==> src/hdl/lru_pkg.sv <==
`timescale 1ns / 1ps
// ----------------------------------------------------------------------------
// lru_pkg
// Shared types and constants for the LRU page replacement stack.
// ----------------------------------------------------------------------------
package lru_pkg;

    // Default sizes of the stack.
    localparam int LRU_MAX_FRAMES = 16;
    localparam int LRU_PAGE_BITS  = 16;

    // Widths of the port fields.
    localparam int PAGE_W   = 16;
    localparam int FRAMES_W = 5;
    localparam int COUNT_W  = 32;

    // Value of frames_in_use after reset.
    localparam logic [FRAMES_W-1:0] FRAMES_RESET = FRAMES_W'(16);

    // Input beat: one page reference.
    typedef struct packed {
        logic [PAGE_W-1:0] page;
        logic              end_of_string;
    } t_in_beat;

    // Output beat: one result per reference.
    typedef struct packed {
        logic               hit;
        logic               evicted_valid;
        logic [PAGE_W-1:0]  evicted_page;
        logic [COUNT_W-1:0] fault_count;
    } t_out_beat;

    // Per-beat command broadcast to every cell.
    typedef struct packed {
        logic load;   // a reference is accepted this cycle
        logic clear;  // empty the slot after this reference
    } t_cell_cmd;

endpackage

==> src/hdl/lru_cell.sv <==
`timescale 1ns / 1ps
// ----------------------------------------------------------------------------
// lru_cell
// One slot of the LRU stack: compares its page with the search key, passes
// the "no match yet" flag on to the next slot and takes its left neighbor's
// contents when the stack shifts through it.
// ----------------------------------------------------------------------------
module lru_cell #(
    parameter int PAGE_BITS = lru_pkg::LRU_PAGE_BITS
) (
    input  logic                 i_clk,
    input  logic                 i_rst_n,
    input  lru_pkg::t_cell_cmd   i_cmd,
    input  logic                 i_active,
    input  logic [PAGE_BITS-1:0] i_key,
    input  logic [PAGE_BITS-1:0] i_left_page,
    input  logic                 i_left_valid,
    input  logic                 i_nomatch,
    output logic                 o_nomatch,
    output logic [PAGE_BITS-1:0] o_page,
    output logic                 o_valid
);
    import lru_pkg::*;

    logic [PAGE_BITS-1:0] r_page;
    logic                 r_valid;
    logic                 n_valid;
    logic                 w_match;
    logic                 w_take;

    // A slot only takes part in the search while it lies inside the active frames.
    assign w_match   = i_active && r_valid && (r_page == i_key);
    assign o_nomatch = i_nomatch && !w_match;

    // The shift reaches every active slot up to and including the first match.
    assign w_take = i_cmd.load && i_nomatch && i_active;

    // Page storage needs no reset; it is read only where the valid mark is set.
    always_ff @(posedge i_clk) begin
        if (w_take) begin
            r_page <= i_left_page;
        end
    end

    // Valid mark: shift first, then an end-of-string clear wins.
    always_comb begin
        n_valid = r_valid;
        if (w_take) begin
            n_valid = i_left_valid;
        end
        if (i_cmd.load && i_cmd.clear) begin
            n_valid = 1'b0;
        end
    end

    always_ff @(posedge i_clk) begin
        if (!i_rst_n) begin
            r_valid <= 1'b0;
        end else begin
            r_valid <= n_valid;
        end
    end

    assign o_page  = r_page;
    assign o_valid = r_valid;

endmodule

==> src/hdl/lru_page_replacement_unit.sv <==
`timescale 1ns / 1ps
// A result beat is registered in the output register in the cycle after its reference is accepted.
// Throughput: one reference per cycle while the output is not stalled; the match flag
// ripples through all slot cells in that cycle, and that chain sets the clock period.
// A stalled output beat holds its register and blocks the input until it is taken.
// Reset (synchronous, active low) empties all slots, zeroes the fault count and
// sets frames_in_use to 16. No clearing pass is needed.
// ----------------------------------------------------------------------------
// lru_page_replacement_unit
// LRU page replacement stack built as a row of slot cells with a saturating
// fault counter and a registered result beat.
// ----------------------------------------------------------------------------
module lru_page_replacement_unit #(
    parameter int MAX_FRAMES = lru_pkg::LRU_MAX_FRAMES,
    parameter int PAGE_BITS  = lru_pkg::LRU_PAGE_BITS
) (
    input  logic                           i_clk,
    input  logic                           i_rst_n,
    // Reference channel.
    input  logic                           i_in_valid,
    output logic                           o_in_ready,
    input  lru_pkg::t_in_beat              i_in_data,
    // Result channel.
    output logic                           o_out_valid,
    input  logic                           i_out_ready,
    output lru_pkg::t_out_beat             o_out_data,
    // Configuration channel: frames_in_use.
    input  logic                           i_cfg_valid,
    output logic                           o_cfg_ready,
    input  logic [lru_pkg::FRAMES_W-1:0]   i_cfg_data
);
    import lru_pkg::*;

    localparam int CW = $clog2(MAX_FRAMES + 1);

    logic [FRAMES_W-1:0]   r_frames;
    logic [CW-1:0]         w_n;
    logic [CW-1:0]         w_bottom;
    logic                  w_accept;
    t_cell_cmd             w_cmd;
    logic [PAGE_BITS-1:0]  w_key;
    logic [MAX_FRAMES:0]   w_nomatch;
    logic [PAGE_BITS-1:0]  w_page  [MAX_FRAMES];
    logic [MAX_FRAMES-1:0] w_valid;
    logic [MAX_FRAMES-1:0] w_active;
    logic                  w_hit;
    logic                  w_ev_valid;
    logic [PAGE_BITS-1:0]  w_ev_page;
    logic [COUNT_W-1:0]    r_faults;
    logic [COUNT_W-1:0]    w_faults_inc;
    logic [COUNT_W-1:0]    n_faults;
    logic                  r_out_valid;
    t_out_beat             r_out;

    // Configuration register; the user must write it only while the block is idle, as the block does not enforce this.
    assign o_cfg_ready = 1'b1;

    always_ff @(posedge i_clk) begin
        if (!i_rst_n) begin
            r_frames <= FRAMES_RESET;
        end else if (i_cfg_valid && o_cfg_ready) begin
            r_frames <= i_cfg_data;
        end
    end

    // Active frame count, clamped to one at the low end and to the slot count above.
    always_comb begin
        priority if (r_frames == '0) begin
            w_n = CW'(1);
        end else if (32'(r_frames) > MAX_FRAMES) begin
            w_n = CW'(MAX_FRAMES);
        end else begin
            w_n = CW'(r_frames);
        end
    end

    assign w_bottom = w_n - CW'(1);

    // Handshake: a new beat enters while the output register is free or draining.
    assign o_in_ready = !r_out_valid || i_out_ready;
    assign w_accept   = i_in_valid && o_in_ready;

    assign w_cmd.load  = w_accept;
    assign w_cmd.clear = i_in_data.end_of_string;
    assign w_key       = PAGE_BITS'(i_in_data.page);

    // Slot zero is fed with the key itself; the chain starts with no match.
    assign w_nomatch[0] = 1'b1;

    for (genvar g = 0; g < MAX_FRAMES; g++) begin : g_cell
        logic [PAGE_BITS-1:0] w_left_page;
        logic                 w_left_valid;

        assign w_active[g] = (CW'(g) < w_n);

        if (g == 0) begin : g_head
            assign w_left_page  = w_key;
            assign w_left_valid = 1'b1;
        end else begin : g_body
            assign w_left_page  = w_page[g-1];
            assign w_left_valid = w_valid[g-1];
        end

        lru_cell #(
            .PAGE_BITS (PAGE_BITS)
        ) u_cell (
            .i_clk        (i_clk),
            .i_rst_n      (i_rst_n),
            .i_cmd        (w_cmd),
            .i_active     (w_active[g]),
            .i_key        (w_key),
            .i_left_page  (w_left_page),
            .i_left_valid (w_left_valid),
            .i_nomatch    (w_nomatch[g]),
            .o_nomatch    (w_nomatch[g+1]),
            .o_page       (w_page[g]),
            .o_valid      (w_valid[g])
        );
    end

    assign w_hit = !w_nomatch[MAX_FRAMES];

    // Eviction candidate: the bottom active slot, picked by an and-or select.
    always_comb begin
        w_ev_valid = 1'b0;
        w_ev_page  = '0;
        for (int i = 0; i < MAX_FRAMES; i++) begin
            if (CW'(i) == w_bottom) begin
                w_ev_valid = w_valid[i];
                w_ev_page  = w_page[i];
            end
        end
    end

    // Saturating fault counter; end of string zeroes it after the beat.
    assign w_faults_inc = (w_hit || (r_faults == '1)) ? r_faults : r_faults + COUNT_W'(1);

    always_comb begin
        n_faults = r_faults;
        if (w_accept) begin
            n_faults = i_in_data.end_of_string ? '0 : w_faults_inc;
        end
    end

    always_ff @(posedge i_clk) begin
        if (!i_rst_n) begin
            r_faults <= '0;
        end else begin
            r_faults <= n_faults;
        end
    end

    // Output register.
    always_ff @(posedge i_clk) begin
        if (!i_rst_n) begin
            r_out_valid <= 1'b0;
        end else if (o_in_ready) begin
            r_out_valid <= w_accept;
        end
    end

    always_ff @(posedge i_clk) begin
        if (w_accept) begin
            r_out.hit           <= w_hit;
            r_out.evicted_valid <= !w_hit && w_ev_valid;
            r_out.evicted_page  <= (!w_hit && w_ev_valid) ? PAGE_W'(w_ev_page) : '0;
            r_out.fault_count   <= w_faults_inc;
        end
    end

    assign o_out_valid = r_out_valid;
    assign o_out_data  = r_out;

endmodule

==> config.mk <==
export PLATFORM = sky130hd
export DESIGN_NAME = lru_page_replacement_unit
export DESIGN_NICKNAME = d
export VERILOG_FILES = /design/src/hdl/lru_pkg.sv /design/src/hdl/lru_cell.sv /design/src/hdl/lru_page_replacement_unit.sv
export SDC_FILE = /design/constraint.sdc
export NUM_CORES = 1
export LEC_CHECK = 0
export BUFFER_PORTS_ARGS = -buffer_cell sky130_fd_sc_hd__buf_2
export CORE_ASPECT_RATIO = 1.75
export CORE_MARGIN = 2
export CORE_UTILIZATION = 50
export CTS_CLUSTER_DIAMETER = 30
export DETAILED_ROUTE_END_ITERATION = 16
export GPL_TIMING_DRIVEN = 0
export PLACE_DENSITY = 0.67
export SLEW_MARGIN = 20
export SYNTH_ARGS = -nofsm -noshare
export SYNTH_HDL_FRONTEND = slang
export SYNTH_SLANG_ARGS = --single-unit
==> constraint.sdc <==
create_clock -name i_clk -period 6.4 [get_ports i_clk]
set_clock_uncertainty 0.2 [all_clocks]
set_input_delay 0.96 -clock i_clk [delete_from_list [all_inputs] [get_ports i_clk]]
set_output_delay 0.96 -clock i_clk [all_outputs]
set_load 0.05 [all_outputs]
==> run_results.csv <==
group,metric,value,unit
power,irDropWorstVdd,0.2157,mV
sta,final_hold_viol_count,0,
synthesis,synth-seq-area-share,54.73,%
placement,place_congestion,1.070,
hold_path,hold_depth,0,
global_routing,met2_usage,75.30,%
power,p_leak,0.007571,uW
floorplan,die_area,0.03916,sq mm
sta,slew_headroom,12.00,%
sta,post-route-period-util,81.42,%
clock_network,clkSlewWorstSetupHoldPaths,0.06,ns
floorplan,core_area,0.03689,sq mm
synthesis,synth-edff-count,306,
sta,maxSlewViolCount,0,
worst_setup_path,crit_required,6.54,ns
drt,vias,15408,
flow_run,cap_violations,0,
placement,pre_cts_ws,1.617,ns
clock_network,clock_latency,0.61,ns
floorplan,dieWidth,150.4,microns
clock_network,cts_resized,0,
cells_and_area,postLayoutCoreUtil,59.74,%
sta,fin_tns_setup,0,ns
drt,routedWlPerCell,36.92,microns
global_routing,grt_max_degree,56,
sta,worst_pin_slew,1.309,ns
placement,dp.cells,2174,
global_routing,grt_pass1_vias,15469,
synthesis,postSynthAreaPerCell,11.66,sq um
cells_and_area,final_cells,2285,
floorplan,start_util,50.87,%
synthesis,synth_ff_type,"edfxtp_1",
synthesis,syn_inst,1610,
worst_setup_path,ff2ff_setup_slack,1.19,ns
floorplan,num_rows,93,
global_routing,grt_antenna_before_repair,3,
floorplan,die_h,260.3,microns
clock_network,ctsHoldBuffers,0,
sta,fin_ws,1.189,ns
worst_setup_path,reg2reg_to,"o_out_data[42]$_SDFFCE_PN0P_",
hold_path,min_from,"g_cell[14].u_cell.o_page[6]$_DFFE_PP_",
clock_network,clock_path_buffers,3,
clock_network,cts_num_sinks,360,
synthesis,synth_nets,1638,
hold_path,hold_path_end,"g_cell[15].u_cell.o_page[6]$_DFFE_PP_",
drt,drt_pass1_iterations,8,
worst_setup_path,crit_type,"reg2reg",
floorplan,pin_count,80,
synthesis,yosysUniqueCellTypes,80,
clock_network,cts_buffers,58,
synthesis,synth-seq-cells,360,
global_routing,top_usage_layer,"met2",
placement,numPortBuffers,77,
sta,rsz0062_at_grt,"no",
drt,drtAntennaViolNets,0,
global_routing,grt_pass1_wl,115800,microns
status,status,"complete, no violations",
drt,remaining_drc_errors,0,
drt,routed_wl,84350,microns
global_routing,grt_overflow,0,
cells_and_area,fin_nets,1788,
sta,maxClockFrequency,191.9,MHz
cells_and_area,syn_to_final_growth,17.43,%
synthesis,synthArstFlopShare,0,%
global_routing,use_met1,39.38,%
cells_and_area,layout-drive-gt1-share,15.97,%
clock_network,cts_tree,"built",
worst_setup_path,cp_max_fo,10,
placement,dp_hpwl,64580,microns
cells_and_area,diodes,0,
worst_setup_path,worstRegToRegCells,11,
worst_setup_path,reg2reg_from,"r_frames[1]$_SDFFE_PN0P_",
sta,setup_viol,0,
global_routing,grt_usage,43.51,%
clock_network,cts_setup_buffers,0,
drt,dr.first_iter.drc_count,1628,
worst_setup_path,critPathLaunchType,"flip-flop",
hold_path,min_path_type,"reg2reg",
clock_network,root_buffer,"clkbuf_16",
worst_setup_path,endpoint_kind,"flip-flop",
sta,post-route-min-period,5.211,ns
worst_setup_path,crit_arrival,5.35,ns
synthesis,synth_warnings,0,
synthesis,syn_area,0.01877,sq mm
clock_network,htree_levels,2,
drt,vias_per_cell,6.743,
power,p_per_area,321.8,mW/mm^2
global_routing,grt_use_met3,10.42,%
-- cells by family after synthesis --
kind of cell / count (synthesis) / synth area share, %
simple gates: 527 / 15.28
fa+ha+maj: 1 / 0.06666
mux: 47 / 3.394
other cells: 1 / 0.01998
xor+xnor: 290 / 13.58
flops: 360 / 54.73
buf+inv: 117 / 3.407
compound gates: 267 / 9.535
-- worst max-delay path by stage --
stage,slack (ns),end,start,cells after the start
final,1.19,o_out_data[42]$_SDFFCE_PN0P_,r_frames[1]$_SDFFE_PN0P_,11
after global routing,1.21,o_out_data[42]$_SDFFCE_PN0P_,r_frames[1]$_SDFFE_PN0P_,11
after CTS,1.71,o_out_data[42]$_SDFFCE_PN0P_,r_frames[0]$_SDFFE_PN0P_,10
after detailed placement,1.62,g_cell[11].u_cell.o_page[4]$_DFFE_PP_,i_in_data[10],11
after global placement,-0.72,g_cell[9].u_cell.o_valid$_SDFFE_PP0P_,i_out_ready,9
after floorplan,1.0,g_cell[9].u_cell.o_valid$_SDFFE_PP0P_,i_out_ready,8
-- layout make-up --
cell class / count / area, sq um
Fill cell: 3072 / 14850
Clock buffer: 74 / 1605
Tap cell: 475 / 594.3
Multi-Input combinational cell: 1133 / 7919
Timing Repair Buffer: 90 / 520.5
Buffer: 96 / 560.5
Sequential cell: 360 / 10270
Clock inverter: 36 / 485.5
Inverter: 21 / 81.33
-- sequential cells by signal, indices dropped and copies added, names as in the netlist --
signal                 count
g_cell.u_cell.o_page     256
o_out_valid                1
o_out_data                50
r_frames                   5
r_faults                  32
g_cell.u_cell.o_valid     16
-- where the power goes --
part	switching, uW	internal (uW)	total [uW]
logic	579	240	819
clock network	1230	2160	3380
registers	169	2720	2890
total	1980	5120	7090
-- per-stage QoR --
stage / total power, uW / cell area, sq um / hold slack [ns]
5_1_grt: 7203 / 22040 / 0.2954
3_5_place_dp: 3709 / 19930 / 0.2698
6_report: 7091 / 22040 / 0.2903
2_1_floorplan: 3335 / 18770 / 0.2482
3_3_place_gp: 3690 / 19750 / 0.2612
4_1_cts: 7047 / 22020 / 0.2874
-- worst max-delay path, stage by stage (launching register included) --
cell	delay (ns)
dfxtp_1	0.45
buf_1	0.63
buf_1	0.87
buf_1	0.62
clkbuf_1	0.76
a21oi_1	0.08
a21oi_1	0.17
o21ai_0	0.09
o31ai_1	0.36
a21oi_1	0.29
o22ai_1	0.32
nor2_1	0.08
-- metal layers --
metal | part of all wire (%) | up-vias
met5 | 0.032 | -
met4 | 13 | 4
met3 | 7.8 | 482
met2 | 50 | 1055
met1 | 29 | 7456
li1 | - | 6411
-- Yosys cell counts, types with 5 or more instances --
library cell / instances / share of area, %
a21oi_1: 53 / 1.4
a221o_1: 9 / 0.48
a221oi_1: 21 / 0.98
a22oi_1: 28 / 1.1
a2bb2oi_1: 8 / 0.37
a31oi_1: 14 / 0.47
and2_1: 11 / 0.37
and3_1: 11 / 0.37
and4_1: 6 / 0.28
buf_1: 6 / 0.12
buf_2: 13 / 0.35
buf_4: 24 / 0.96
buf_6: 11 / 0.66
clkbuf_1: 41 / 0.82
dfxtp_1: 54 / 5.8
edfxtp_1: 306 / 49
inv_1: 20 / 0.40
mux2i_1: 31 / 1.7
mux4_2: 13 / 1.6
nand2_1: 113 / 2.3
nand2b_1: 9 / 0.30
nand3_1: 44 / 1.2
nand4_1: 67 / 2.2
nand4b_1: 8 / 0.37
nor2_1: 93 / 1.9
nor2b_1: 6 / 0.20
nor3_1: 49 / 1.3
nor3b_1: 5 / 0.20
nor4_1: 46 / 1.5
nor4b_1: 11 / 0.51
o211ai_1: 9 / 0.36
o21ai_0: 61 / 1.6
o22ai_1: 14 / 0.47
o31ai_1: 7 / 0.28
or2_1: 5 / 0.17
or3_1: 11 / 0.37
or4_1: 10 / 0.40
xnor2_1: 152 / 7.1
xor2_1: 137 / 6.4
-- cell usage in the layout (no fill, tap or decap), types with 9 or more instances in the layout --
cell and count:
a21oi_1 53, a221o_1 9, a221oi_1 21, a22oi_1 28, a31oi_1 14, and2_1 11
and3_1 11, buf_2 90, buf_4 30, buf_6 15, bufinv_16 9, clkbuf_1 51
clkbuf_16 61, dfxtp_1 54, edfxtp_1 306, inv_1 19, inv_6 10, mux2i_1 31
mux4_2 13, nand2_1 113, nand2b_1 9, nand3_1 44, nand4_1 67, nor2_1 85
nor3_1 46, nor4_1 46, nor4b_1 11, o211ai_1 9, o21ai_0 60, o22ai_1 14
or3_1 11, or4_1 10, xnor2_1 152, xor2_1 137
Note: power is estimated with default switching activity, not from simulation.
